$ cat src/design/dq_pkg.sv
`timescale 1ns / 1ps

package dq_pkg;

    // Default geometry of the queue.
    localparam int DEFAULT_DEPTH = 16;
    localparam int DEFAULT_WIDTH = 32;

    // Fixed port widths of the transaction fields.
    localparam int CMD_W   = 3;
    localparam int DATA_W  = 32;
    localparam int POS_W   = 4;
    localparam int COUNT_W = 5;
    localparam int STAT_W  = 2;

    // Request codes.
    typedef enum logic [CMD_W-1:0] {
        CMD_PUSH_FRONT = 3'd0,
        CMD_PUSH_BACK  = 3'd1,
        CMD_POP_FRONT  = 3'd2,
        CMD_POP_BACK   = 3'd3,
        CMD_READ       = 3'd4
    } t_cmd;

    // Result status codes.
    typedef enum logic [STAT_W-1:0] {
        ST_OK    = 2'd0,
        ST_FULL  = 2'd1,
        ST_EMPTY = 2'd2,
        ST_RANGE = 2'd3
    } t_status;

    // Per-cell update controls for one cycle.
    typedef struct packed {
        logic load;        // take the pushed word
        logic from_front;  // take the word of the cell nearer the front
        logic from_back;   // take the word of the cell nearer the back
    } t_cell_ctl;

endpackage

$ cat src/design/dq_cell.sv
`timescale 1ns / 1ps

module dq_cell #(
    parameter int WIDTH = dq_pkg::DEFAULT_WIDTH
) (
    input  logic              i_clk,
    input  dq_pkg::t_cell_ctl i_ctl,
    input  logic [WIDTH-1:0]  i_push_word,
    input  logic [WIDTH-1:0]  i_front_word,
    input  logic [WIDTH-1:0]  i_back_word,
    output logic [WIDTH-1:0]  o_word
);

    logic [WIDTH-1:0] r_word;
    logic [WIDTH-1:0] n_word;

    // Pick the next word: a push, a shift from either neighbor, or hold.
    always_comb begin
        if (i_ctl.load) begin
            n_word = i_push_word;
        end else if (i_ctl.from_front) begin
            n_word = i_front_word;
        end else if (i_ctl.from_back) begin
            n_word = i_back_word;
        end else begin
            n_word = r_word;
        end
    end

    // The stored word is payload and needs no reset.
    always_ff @(posedge i_clk) begin
        r_word <= n_word;
    end

    assign o_word = r_word;

endmodule

$ cat src/design/double_ended_queue.sv
`timescale 1ns / 1ps

// Bounded double-ended queue built as a row of cells; cell k holds the entry
// at position k from the front, so pushes and pops at the front shift the row.
// Input channel: i_valid with o_stall carries i_cmd, i_push_value and
// i_position. Output channel: o_valid with i_stall carries o_data_out,
// o_count and o_status, one result transaction for every request.
// A request is accepted when i_valid is high and o_stall is low. Its result
// appears in the output register in the next cycle. Throughput is one request
// per cycle while o_stall is low; each request's work is the row update plus
// the read select across the cells into the output register.
// While the receiver holds i_stall with a result waiting, o_stall is raised
// and the pending result is kept unchanged; the input side resumes as soon as
// the result is taken, in that same cycle.
// A push onto a full queue reports full, a pop from an empty queue reports
// empty, and a read at or past the count reports out of range; none of these
// change the contents. Unknown commands leave the contents and the count alone.
// Reset (i_rst_n low, synchronous) empties the queue and clears o_valid.
module double_ended_queue #(
    parameter int DEPTH = dq_pkg::DEFAULT_DEPTH,
    parameter int WIDTH = dq_pkg::DEFAULT_WIDTH
) (
    input  logic                       i_clk,
    input  logic                       i_rst_n,
    input  logic                       i_valid,
    output logic                       o_stall,
    input  logic [dq_pkg::CMD_W-1:0]   i_cmd,
    input  logic [dq_pkg::DATA_W-1:0]  i_push_value,
    input  logic [dq_pkg::POS_W-1:0]   i_position,
    output logic                       o_valid,
    input  logic                       i_stall,
    output logic [dq_pkg::DATA_W-1:0]  o_data_out,
    output logic [dq_pkg::COUNT_W-1:0] o_count,
    output logic [dq_pkg::STAT_W-1:0]  o_status
);

    localparam int CW = $clog2(DEPTH + 1);
    localparam int IW = $clog2(DEPTH);
    localparam int PW = (CW > dq_pkg::POS_W) ? CW : dq_pkg::POS_W;
    localparam int XW = (WIDTH > dq_pkg::DATA_W) ? WIDTH : dq_pkg::DATA_W;
    localparam int OW = (CW > dq_pkg::COUNT_W) ? CW : dq_pkg::COUNT_W;

    logic                  accept;
    logic [CW-1:0]         r_count;
    logic [CW-1:0]         n_count;
    logic                  r_out_valid;
    logic [WIDTH-1:0]      r_out_data;
    logic [WIDTH-1:0]      n_out_data;
    logic [CW-1:0]         r_out_count;
    dq_pkg::t_status       r_out_status;
    dq_pkg::t_status       n_status;

    logic                  is_full;
    logic                  is_empty;
    logic                  pos_ok;
    logic                  do_push_front;
    logic                  do_push_back;
    logic                  do_pop_front;
    logic                  do_pop_back;
    logic [IW-1:0]         sel_idx;
    logic [CW-1:0]         count_less;
    logic [XW-1:0]         push_ext;
    logic [WIDTH-1:0]      push_word;
    logic [WIDTH-1:0]      sel_word;
    logic [XW-1:0]         out_ext;
    logic [OW-1:0]         count_ext;

    dq_pkg::t_cell_ctl     cell_ctl [DEPTH];
    logic [WIDTH-1:0]      cell_word [DEPTH];

    // The input side waits only while a result is held by the receiver.
    assign o_stall = r_out_valid && i_stall;
    assign accept  = i_valid && !o_stall;

    // Decode the request against the current fill level.
    assign is_full    = (r_count == CW'(DEPTH));
    assign is_empty   = (r_count == '0);
    assign pos_ok     = (PW'(i_position) < PW'(r_count));
    assign count_less = r_count - CW'(1);

    assign do_push_front = accept && (i_cmd == dq_pkg::CMD_PUSH_FRONT) && !is_full;
    assign do_push_back  = accept && (i_cmd == dq_pkg::CMD_PUSH_BACK) && !is_full;
    assign do_pop_front  = accept && (i_cmd == dq_pkg::CMD_POP_FRONT) && !is_empty;
    assign do_pop_back   = accept && (i_cmd == dq_pkg::CMD_POP_BACK) && !is_empty;

    // Pushed words are cut to the stored width.
    assign push_ext  = XW'(i_push_value);
    assign push_word = push_ext[WIDTH-1:0];

    // Cell to read: the first cell for a pop at the front, the last entry for
    // a pop at the back, else the position.
    always_comb begin
        if (i_cmd == dq_pkg::CMD_POP_FRONT) begin
            sel_idx = '0;
        end else if (i_cmd == dq_pkg::CMD_POP_BACK) begin
            sel_idx = count_less[IW-1:0];
        end else begin
            sel_idx = IW'(i_position);
        end
    end

    // Per-cell controls: a front push shifts the row back, a front pop shifts
    // it forward, and a back push loads the first free cell.
    always_comb begin
        for (int k = 0; k < DEPTH; k++) begin
            cell_ctl[k].load       = (do_push_front && (k == 0)) ||
                                     (do_push_back && (r_count == CW'(k)));
            cell_ctl[k].from_front = do_push_front && (k != 0);
            cell_ctl[k].from_back  = do_pop_front && (k != DEPTH - 1);
        end
    end

    // The row of cells.
    for (genvar g = 0; g < DEPTH; g++) begin : g_cell
        logic [WIDTH-1:0] front_word;
        logic [WIDTH-1:0] back_word;

        if (g == 0) begin : g_first
            assign front_word = push_word;
        end else begin : g_mid_front
            assign front_word = cell_word[g-1];
        end

        if (g == DEPTH - 1) begin : g_last
            assign back_word = cell_word[g];
        end else begin : g_mid_back
            assign back_word = cell_word[g+1];
        end

        dq_cell #(
            .WIDTH(WIDTH)
        ) u_cell (
            .i_clk       (i_clk),
            .i_ctl       (cell_ctl[g]),
            .i_push_word (push_word),
            .i_front_word(front_word),
            .i_back_word (back_word),
            .o_word      (cell_word[g])
        );
    end

    // Each cell drives the read bus only when it is the selected one.
    always_comb begin
        sel_word = '0;
        for (int k = 0; k < DEPTH; k++) begin
            sel_word = sel_word | (cell_word[k] & {WIDTH{sel_idx == IW'(k)}});
        end
    end

    // Next count, result data and status.
    always_comb begin
        n_count    = r_count;
        n_out_data = '0;
        n_status   = dq_pkg::ST_OK;
        case (i_cmd)
            dq_pkg::CMD_PUSH_FRONT, dq_pkg::CMD_PUSH_BACK: begin
                if (is_full) begin
                    n_status = dq_pkg::ST_FULL;
                end else begin
                    n_count = r_count + CW'(1);
                end
            end
            dq_pkg::CMD_POP_FRONT, dq_pkg::CMD_POP_BACK: begin
                if (is_empty) begin
                    n_status = dq_pkg::ST_EMPTY;
                end else begin
                    n_count    = count_less;
                    n_out_data = sel_word;
                end
            end
            dq_pkg::CMD_READ: begin
                if (pos_ok) begin
                    n_out_data = sel_word;
                end else begin
                    n_status = dq_pkg::ST_RANGE;
                end
            end
            default: begin
                n_count = r_count;
            end
        endcase
    end

    // Control state: fill level and output valid.
    always_ff @(posedge i_clk) begin
        if (!i_rst_n) begin
            r_count     <= '0;
            r_out_valid <= 1'b0;
        end else begin
            if (accept) begin
                r_count     <= n_count;
                r_out_valid <= 1'b1;
            end else if (!i_stall) begin
                r_out_valid <= 1'b0;
            end
        end
    end

    // Result payload, loaded with each accepted request.
    always_ff @(posedge i_clk) begin
        if (accept) begin
            r_out_data   <= n_out_data;
            r_out_count  <= n_count;
            r_out_status <= n_status;
        end
    end

    assign out_ext    = XW'(r_out_data);
    assign count_ext  = OW'(r_out_count);
    assign o_valid    = r_out_valid;
    assign o_data_out = out_ext[dq_pkg::DATA_W-1:0];
    assign o_count    = count_ext[dq_pkg::COUNT_W-1:0];
    assign o_status   = r_out_status;

    // The fill level never passes the depth.
    a_count_bound: assert property (@(posedge i_clk) disable iff (!i_rst_n)
        r_count <= CW'(DEPTH))
        else $error("queue count exceeds depth");

    // A refused push reports full on the next result.
    a_full_status: assert property (@(posedge i_clk) disable iff (!i_rst_n)
        (accept && is_full && (i_cmd == dq_pkg::CMD_PUSH_FRONT ||
                               i_cmd == dq_pkg::CMD_PUSH_BACK))
        |=> (o_valid && o_status == dq_pkg::ST_FULL && r_count == $past(r_count)))
        else $error("push on full queue not refused");

    // A successful pop lowers the count by one.
    a_pop_count: assert property (@(posedge i_clk) disable iff (!i_rst_n)
        (do_pop_front || do_pop_back) |=> (r_count == $past(count_less)))
        else $error("pop did not lower the count");

    // Any error result carries zero data.
    a_error_zero: assert property (@(posedge i_clk) disable iff (!i_rst_n)
        (o_valid && o_status != dq_pkg::ST_OK) |-> (o_data_out == '0))
        else $error("error result with nonzero data");

endmodule

$ cat config.mk
export PLATFORM = sky130hd
export DESIGN_NAME = double_ended_queue
export DESIGN_NICKNAME = d
export VERILOG_FILES = /design/src/design/dq_pkg.sv /design/src/design/dq_cell.sv /design/src/design/double_ended_queue.sv
export SDC_FILE = /design/constraint.sdc
export NUM_CORES = 1
export LEC_CHECK = 0
export BUFFER_PORTS_ARGS = -buffer_cell sky130_fd_sc_hd__buf_4
export CAP_MARGIN = 15
export CELL_PAD_IN_SITES_DETAIL_PLACEMENT = 1
export CELL_PAD_IN_SITES_GLOBAL_PLACEMENT = 2
export CORE_ASPECT_RATIO = 2
export CORE_MARGIN = 3
export CORE_UTILIZATION = 46
export CTS_CLUSTER_SIZE = 20
export DETAILED_ROUTE_END_ITERATION = 10
export PLACE_DENSITY_LB_ADDON = 0.1
export SYNTH_ARGS = -nofsm -noshare
export SYNTH_HDL_FRONTEND = slang
export SYNTH_SLANG_ARGS = --single-unit
$ cat constraint.sdc
create_clock -name i_clk -period 6.8 [get_ports i_clk]
set_input_delay 0.68 -clock i_clk [delete_from_list [all_inputs] [get_ports i_clk]]
set_output_delay 0.68 -clock i_clk [all_outputs]
set_load 0.05 [all_outputs]
==> run metrics, run 1 <==
Initial Utilization 0.465; chip width 192 um; Die Y 379 um; DR pass1 iterations 8; Pwr Total 8.06 mW; register area share after synthesis 0.521; Max Clock Freq 0.215 GHz; Final Cycle Share 0.684; Congestion Overflow GR 0; vias per cell 6.67; drt total wl 131000 um; Critical Path AT 4.98 ns; clk sink count 557; largest cells by area after synthesis edfxtp_1 52%, mux2i_1 16%, o21ai_0 7.1%, nand2_1 6.5%, mux2_2 2.3%; vias in the first global route 27000; drt wl/cell 33.8 um; root buf cell clkbuf_16; WS Path Type reg -> reg; crit start category register; synth cell count leaders 556 x nand2_1, 551 x edfxtp_1, 516 x mux2i_1; CP Capture Type register; Power Density 230 mW/mm2; Clock Latency Late Sink 0.64 ns; CTS buffer count 53; initial antenna violation count 10; Synth top area share 0.518; post-cts repair resize count 0; Final TNS setup 0 ns; Mapped Nets 3043; CTS tree done; # Post-CTS Setup Buffers 0; CTS Buffer Depth 3; Std-Cell Core Area 0.0687 mm2; CTS Hold Bufs 0; Leak 10.4 nW; max_cap viols 0; largest net degree at the start of global routing 150; Worst EP required 7.13 ns; Final ANT Viol Nets 0; Synth Instances 2991; I/O Pins 84; Area growth syn-to-layout 9.67%; Final Non-Filler Cells 3864; pins over their slew limit 0; synthesized cell area 0.0320 mm2; share of flip-flops with an asynchronous set or reset 0; Netlist cell types 68; number of synthesized register bits 557; Port Buf Inserts 83; slew margin rel. 0.119; vias 25800; crit-path max FO 37; Post-DP Area 0.0334 mm2; Ys Warns 0; Non-Filler Cell Area, Final 0.0351 mm2; first-pass GRT wire length 186000 um; top-count cell post-synth nand2_1; final net count 2972; Fin. Hold Viols 0; layout cells sized above 1 0.115; setup violators final 0; Post-synth EDFFs 551; drt drc 0; Worst Hold Class in -> reg; post-DP HPWL 74900 um; Yosys top cell by area edfxtp_1; Syn Area/Cell 10.7 um2; Max IR drop VDD 0.219 mV; DP Cell Count 3761; status completed; min Tclk post-route 4.65 ns; die area 0.0729 mm2; Total GRT Usage 0.355; ys flop type edfxtp_1; Worst-path clk slew 0.07 ns; DR iter-0 viols 2100; Placer Congestion 0.859; fill count 7440; Setup Skew 0.0128 ns; RSZ-0062 raised after global routing false; Slew @ Worst Pin 1.32 ns; H-tree Lvls 2; Cell Rows 136
-- routing by layer --
metal  wire, um  track usage  vias up
li1           -            -    11000
met1      46200        0.391    13100
met2      65900        0.623     1153
met3       7650       0.0502      520
met4      10900        0.245        0
met5          0            0        -
-- flip-flops by register name, indices dropped and copies added (netlist names) --
name and cells:
o_valid 1, r_count 5, o_count 5, g_cell.u_cell.o_word 512, o_data_out 32, o_status 2
-- layout make-up --
class / instances / area, um2 / area share
diodes: 6 / 15.0 / 0.000428
clock buffers: 64 / 1390 / 0.0396
multi-input cells: 2121 / 14300 / 0.408
inverters: 42 / 159 / 0.00453
repair buffers: 145 / 1160 / 0.0331
flip-flops and latches: 557 / 16700 / 0.475
clock inverters: 32 / 253 / 0.00721
well taps: 897 / 1120 / 0.0320
-- power by group --
group	switching (mW)	internal [mW]
registers	0.116	3.92
logic	0.731	0.306
clock network	1.39	1.60
total	2.24	5.82
-- through the flow --
stage | setup WS [ns] | utilization | hold slack, ns
after detailed placement | 2.09 | 0.485 | 0.593
after global placement | 2.26 | 0.485 | 0.585
final | 2.15 | 0.510 | 0.277
after global routing | 2.04 | 0.510 | 0.275
after CTS | 2.24 | 0.509 | 0.257
after floorplan | 1.69 | - | 0.553
-- layout by cell type, fill, tap and decap left out, types with 5 or more instances in the layout --
cell type	netlist	final
a2111oi_0	32	32
a21o_1	6	5
a21oi_1	105	104
a221oi_1	32	32
a32oi_1	31	31
buf_4	10	140
clkbuf_1	130	10
clkbuf_16	0	54
clkinv_1	0	17
clkinv_2	1	10
dfxtp_1	6	6
diode_2	0	6
edfxtp_1	551	551
ha_1	9	9
inv_1	41	41
mux2_2	64	64
mux2i_1	516	516
nand2_1	556	555
nand2b_1	9	6
nand3_1	36	36
nor2_1	48	42
nor2_4	0	15
nor3_1	10	6
o21ai_0	454	443
o21ai_1	45	43
o21ai_4	0	14
o2bb2ai_1	64	63
o32ai_1	32	32
xnor2_1	5	5
-- logic make-up after synthesis --
kind of cell,Yosys count,share of synthesized area
compound gates,827,0.156
simple gates,698,0.0899
mux,581,0.184
flops,557,0.521
buf+inv,313,0.0433
fa+ha+maj,9,0.00352
xor+xnor,6,0.00164
-- critical path, cell delays in order, from the launching register on --
cell,delay [ns]
dfxtp_1,0.62
inv_1,0.22
ha_1,0.42
and4bb_2,0.29
a21oi_4,0.13
buf_4,0.78
a21o_2,0.99
a21oi_1,0.10
a2111oi_0,0.60
a32oi_1,0.19
-- final timing paths --
check / start / end / slack, ns / cells after the start
setup / recovery: r_count[0] / o_data_out[7] / 2.15 / 9
hold / removal: i_valid / o_valid / 0.28 / 2
setup reg to reg: r_count[0] / o_data_out[7] / 2.15 / 9
hold reg to reg: o_valid / o_valid / 0.61 / 2
Power figures use the tool's default switching activity.
==> run 2, diff against run 1 <==
--- a/config.mk
+++ b/config.mk
@@ -11,7 +11,7 @@
 export CELL_PAD_IN_SITES_GLOBAL_PLACEMENT = 2
 export CORE_ASPECT_RATIO = 2
 export CORE_MARGIN = 3
-export CORE_UTILIZATION = 46
+export CORE_UTILIZATION = 43
 export CTS_CLUSTER_SIZE = 20
 export DETAILED_ROUTE_END_ITERATION = 10
 export PLACE_DENSITY_LB_ADDON = 0.1
==> constraint.sdc (replaced) <==
create_clock -name i_clk -period 4.7 [get_ports i_clk]
set_input_delay 0.47 -clock i_clk [delete_from_list [all_inputs] [get_ports i_clk]]
set_output_delay 0.47 -clock i_clk [all_outputs]
set_load 0.05 [all_outputs]
==> run 2 against run 1 <==
  * Combinational power grew 55%
  * Die area rose by 6.8%
  * Via count up 0.89%
  * Routed wire length grew 6.1%
  * Clock power rose by 52%
  * Highest routed layer unchanged
  * Critical endpoint is now g_cell[5].u_cell.o_word[14]
  * Final cell count increased by 2.3%
  * Fmax grew 14%
  * Register-to-register slack lost 1.5 ns
  * Critical path depth did not move
  * Largest power group unchanged
  * Hold slack lost 0.21 ns
==> run metrics, run 2 (synthesis results as in run 1) <==
DR pass1 iterations 5; commonest non-fill, non-tap cells in the layout 555 x nand2_1, 551 x edfxtp_1, 516 x mux2i_1, 443 x o21ai_0, 174 x buf_4; slew margin rel. 0.168; drt drc 0; Max IR drop VDD 0.342 mV; vias per cell 6.58; Power Density 333 mW/mm2; crit start category register; chip width 199 um; Reg2Reg Setup Slack 0.61 ns; cell depth of the worst hold path 2; # Post-CTS Setup Buffers 0; die area 0.0778 mm2; max_cap viols 0; RSZ-0062 raised after global routing false; Pwr Total 12.0 mW; largest net degree at the start of global routing 80; CTS Buffer Depth 3; initial antenna violation count 5; H-tree Lvls 2; Final TNS setup 0 ns; Area growth syn-to-layout 12.6%; Clock Latency Late Sink 0.64 ns; Fin. Hold Viols 0; Worst EP required 5.03 ns; Final ANT Viol Nets 0; status completed; Leak 10.9 nW; layout cells sized above 1 0.134; Setup Skew 0.0176 ns; first-pass GRT wire length 197000 um; vias in the first global route 27600; min Tclk post-route 4.09 ns; Worst-path clk slew 0.07 ns; WS Path Type reg -> reg; post-DP HPWL 91000 um; Finished Core Util 0.491; I/O Pins 84; Die Y 392 um; number of flip-flops under the largest register name 512; R2R depth 9; drt total wl 139000 um; Slew @ Worst Pin 1.24 ns; final net count 3036; DP Cell Count 3851; Cell Rows 140; CP Capture Type register; Placer Congestion 0.907; Non-Filler Cell Area, Final 0.0360 mm2; clk sink count 557; Worst Hold Class in -> reg; CTS Hold Bufs 0; CTS buffer count 54; Port Buf Inserts 83; Initial Utilization 0.437; Post-DP Area 0.0343 mm2; crit-path max FO 17; pins over their slew limit 0; post-cts repair resize count 0; Critical Path AT 4.42 ns; Max Clock Freq 0.244 GHz; Final Cycle Share 0.871; CTS tree done; Congestion Overflow GR 0; Std-Cell Core Area 0.0732 mm2; commonest non-fill, non-tap cell in the layout nand2_1; root buf cell clkbuf_16; DR iter-0 viols 2216; vias 26000; Total GRT Usage 0.353; drt wl/cell 35.1 um; Final Non-Filler Cells 3951; setup violators final 0; fill count 7861
run 2: changes by cell type in the layout (fill, tap and decap cells not counted), sizes merged:
cell / before / now
clkbuf: 64 / 67
clkinv: 28 / 23
buf: 145 / 208
bufinv: 4 / 6
diode: 6 / 3
inv: 41 / 42
run 2: layer usage:
layer | wire length [um] | vias up | track usage | share of wire
met5 | 0 | - | 0 | 0
met4 | 12300 | 0 | 0.249 | 0.088
met3 | 7780 | 535 | 0.0532 | 0.056
met2 | 70500 | 1127 | 0.626 | 0.51
met1 | 48100 | 13200 | 0.382 | 0.35
li1 | - | 11200 | - | -
run 2: worst paths after layout:
kind,startpoint,end
max,r_count[0],g_cell[5].u_cell.o_word[14]
min,i_valid,o_valid
max reg2reg,r_count[0],g_cell[5].u_cell.o_word[14]
min reg2reg,g_cell[1].u_cell.o_word[17],g_cell[0].u_cell.o_word[17]
run 2: where the power goes:
part / total (mW) / switching, mW / internal [mW]
logic: 1.61 / 1.13 / 0.489
clock network: 4.53 / 2.07 / 2.46
registers: 5.83 / 0.166 / 5.66
total: 12.0 / 3.36 / 8.62
run 2: through the flow:
stage          hold WS (ns)  setup WS, ns
6_report             0.0658         0.607
5_1_grt              0.0633         0.480
3_3_place_gp          0.574         0.657
3_5_place_dp          0.590         0.686
4_1_cts              0.0419         0.682
2_1_floorplan         0.553        -0.259
run 2: final cells by class:
| type | instances | area [um2] | share of cell area |
|---|---|---|---|
| Antenna cell | 3 | 7.51 | 0.000209 |
| Clock buffer | 67 | 1420 | 0.0395 |
| Clock inverter | 30 | 290 | 0.00807 |
| Inverter | 42 | 159 | 0.00442 |
| Multi-Input combinational cell | 2121 | 14300 | 0.397 |
| Sequential cell | 557 | 16700 | 0.463 |
| Tap cell | 923 | 1150 | 0.0321 |
| Timing Repair Buffer | 208 | 1990 | 0.0554 |
run 2: critical path: stages, from the launching register on:
cell      delay (ns)
dfxtp_1         0.60
inv_1           0.23
ha_1            0.32
or3b_1          0.40
nor2_1          0.12
nor3_1          0.37
nand2b_1        0.59
buf_4           0.41
o21ai_4         0.40
buf_12          0.30
==> run 3, diff against run 2 <==
--- a/config.mk
+++ b/config.mk
@@ -8,10 +8,10 @@
 export BUFFER_PORTS_ARGS = -buffer_cell sky130_fd_sc_hd__buf_4
 export CAP_MARGIN = 15
 export CELL_PAD_IN_SITES_DETAIL_PLACEMENT = 1
-export CELL_PAD_IN_SITES_GLOBAL_PLACEMENT = 2
+export CELL_PAD_IN_SITES_GLOBAL_PLACEMENT = 1
 export CORE_ASPECT_RATIO = 2
 export CORE_MARGIN = 3
-export CORE_UTILIZATION = 43
+export CORE_UTILIZATION = 50
 export CTS_CLUSTER_SIZE = 20
 export DETAILED_ROUTE_END_ITERATION = 10
 export PLACE_DENSITY_LB_ADDON = 0.1
==> run 3 against run 2 <==
  * Sequential share of layout area rose by 0.60 points
  * Global-route usage rose by 3.3 points
  * Sequential cell count did not move
  * Combinational power fell by 4%
  * Cell area fell by 1.3%
  * Via count rose by 1.9%
  * Clock power fell by 2%
  * Largest power group unchanged
==> run metrics, run 3 (synthesis results as in run 1) <==
I/O Pins 84; H-tree Lvls 2; slowest CP cell buf_4; Reg2Reg Setup Slack 0.63 ns; crit-path max cell delay 0.81 ns; CTS buffer count 54; CTS Buffer Depth 3; root buf cell clkbuf_16; Cell Rows 130; Die Y 364 um; clk sink count 557; Worst Hold Class in -> reg; largest net degree at the start of global routing 91; drt total wl 131000 um; Final Cycle Share 0.865; setup violators final 0; drt drc 0; WS Path Type reg -> reg; Max IR drop VDD 0.283 mV; Worst EP required 5.03 ns; drt wl/cell 34.5 um; die area 0.0672 mm2; number of flip-flops under the largest register name 512; vias 26500; Highest Signal Layer met4; final net count 3014; Power Density 333 mW/mm2; Max Clock Freq 0.246 GHz; Leak 10.8 nW; Clock Latency Late Sink 0.63 ns; pins over their slew limit 0; Total GRT Usage 0.387; Area growth syn-to-layout 11.1%; # Post-CTS Setup Buffers 0; first-pass GRT wire length 189000 um; DR iter-0 viols 2211; CP Capture Type register; RSZ-0062 raised after global routing false; status completed; Placer Congestion 0.918; Final ANT Viol Nets 0; crit path cell chain inv_1, ha_1, xnor2_1, a2bb2oi_4, buf_4, mux2i_1, o2bb2ai_1, a2111oi_0, a22oi_1; CTS tree done; commonest non-fill, non-tap cells in the layout 555 x nand2_1, 551 x edfxtp_1, 516 x mux2i_1, 443 x o21ai_0, 164 x buf_4; post-DP HPWL 84500 um; routed wl met3 7980 um; Port Buf Inserts 83; Critical Path AT 4.39 ns; commonest non-fill, non-tap cell in the layout nand2_1; met2 routed WL 67300 um; Std-Cell Core Area 0.0631 mm2; vias in the first global route 28300; CTS Hold Bufs 0; initial antenna violation count 9; min Tclk post-route 4.07 ns; chip width 185 um; Fin Hold WS 0.0701 ns; Initial Utilization 0.506; vias per cell 6.97; Fin. Hold Viols 0; max_cap viols 0; post-cts repair resize count 0; layout cells sized above 1 0.130; Slew @ Worst Pin 1.18 ns; Congestion Overflow GR 0; DR pass1 iterations 5; slew margin rel. 0.211; Setup Skew 0.0247 ns; Worst-path clk slew 0.07 ns; Crit path max-delay family buffers and inverters; Non-Filler Cell Area, Final 0.0355 mm2; Post-DP Area 0.0338 mm2; met1 WL 42300 um; crit-path max FO 50; CP bufs+invs 2; crit start category register
run 3: cell count changes in the layout (fill, tap and decap cells not counted), moves of 4 or more:
cell,delta
buf_4,-10
clkbuf_1,-7
diode_2,+4
buf_12,-12
clkinv_2,+4
run 3: final timing paths:
kind,cells past startpoint,to,from
max,9,o_data_out[12],r_count[1]
min,2,o_valid,i_valid
max reg2reg,9,o_data_out[12],r_count[1]
min reg2reg,1,g_cell[0].u_cell.o_word[17],g_cell[1].u_cell.o_word[17]
run 3: stage by stage:
stage          total power, mW  worst slack, ns  utilization  std cells  TNS, ns
2_1_floorplan             6.75           -0.259            -       2991   -44.14
3_3_place_gp              7.38            0.835        0.535       3697        0
3_5_place_dp              7.43            0.785        0.535       3698        0
4_1_cts                   11.8            0.753        0.563       3797        0
5_1_grt                   12.1            0.551        0.563       3803        0
6_report                  11.8            0.634        0.563       3804        0
run 3: area by class of cell:
| cell class | count | area [um2] |
|---|---|---|
| Fill cell | 6685 | 27600 |
| Sequential cell | 557 | 16700 |
| Multi-Input combinational cell | 2121 | 14300 |
| Timing Repair Buffer | 186 | 1670 |
| Clock buffer | 63 | 1460 |
| Tap cell | 792 | 991 |
| Clock inverter | 36 | 277 |
| Inverter | 42 | 159 |
| Antenna cell | 7 | 17.5 |
run 3: worst register-to-register path, delay by kind of cell, from the launching register on:
kind / cells / cell delay, ns
adders and majority gates: 1 / 0.33
muxes: 1 / 0.33
AOI/OAI and AO/OA: 4 / 0.94
buffers and inverters: 2 / 1.04
xor gates and xnor gates: 1 / 0.50
DFF: 1 / 0.62
run 3: layer usage:
metal / up-vias / global-route usage
met1: 13300 / 0.390
li1: 11100 / -
met2: 1432 / 0.688
met5: - / 0
met4: 0 / 0.320
met3: 685 / 0.0605
run 3: power by group:
part           total (mW)  internal (mW)  switching [mW]
sequential           5.83           5.66           0.165
combinational        1.55          0.469            1.08
clock                4.45           2.43            2.02
total                11.8           8.56            3.27
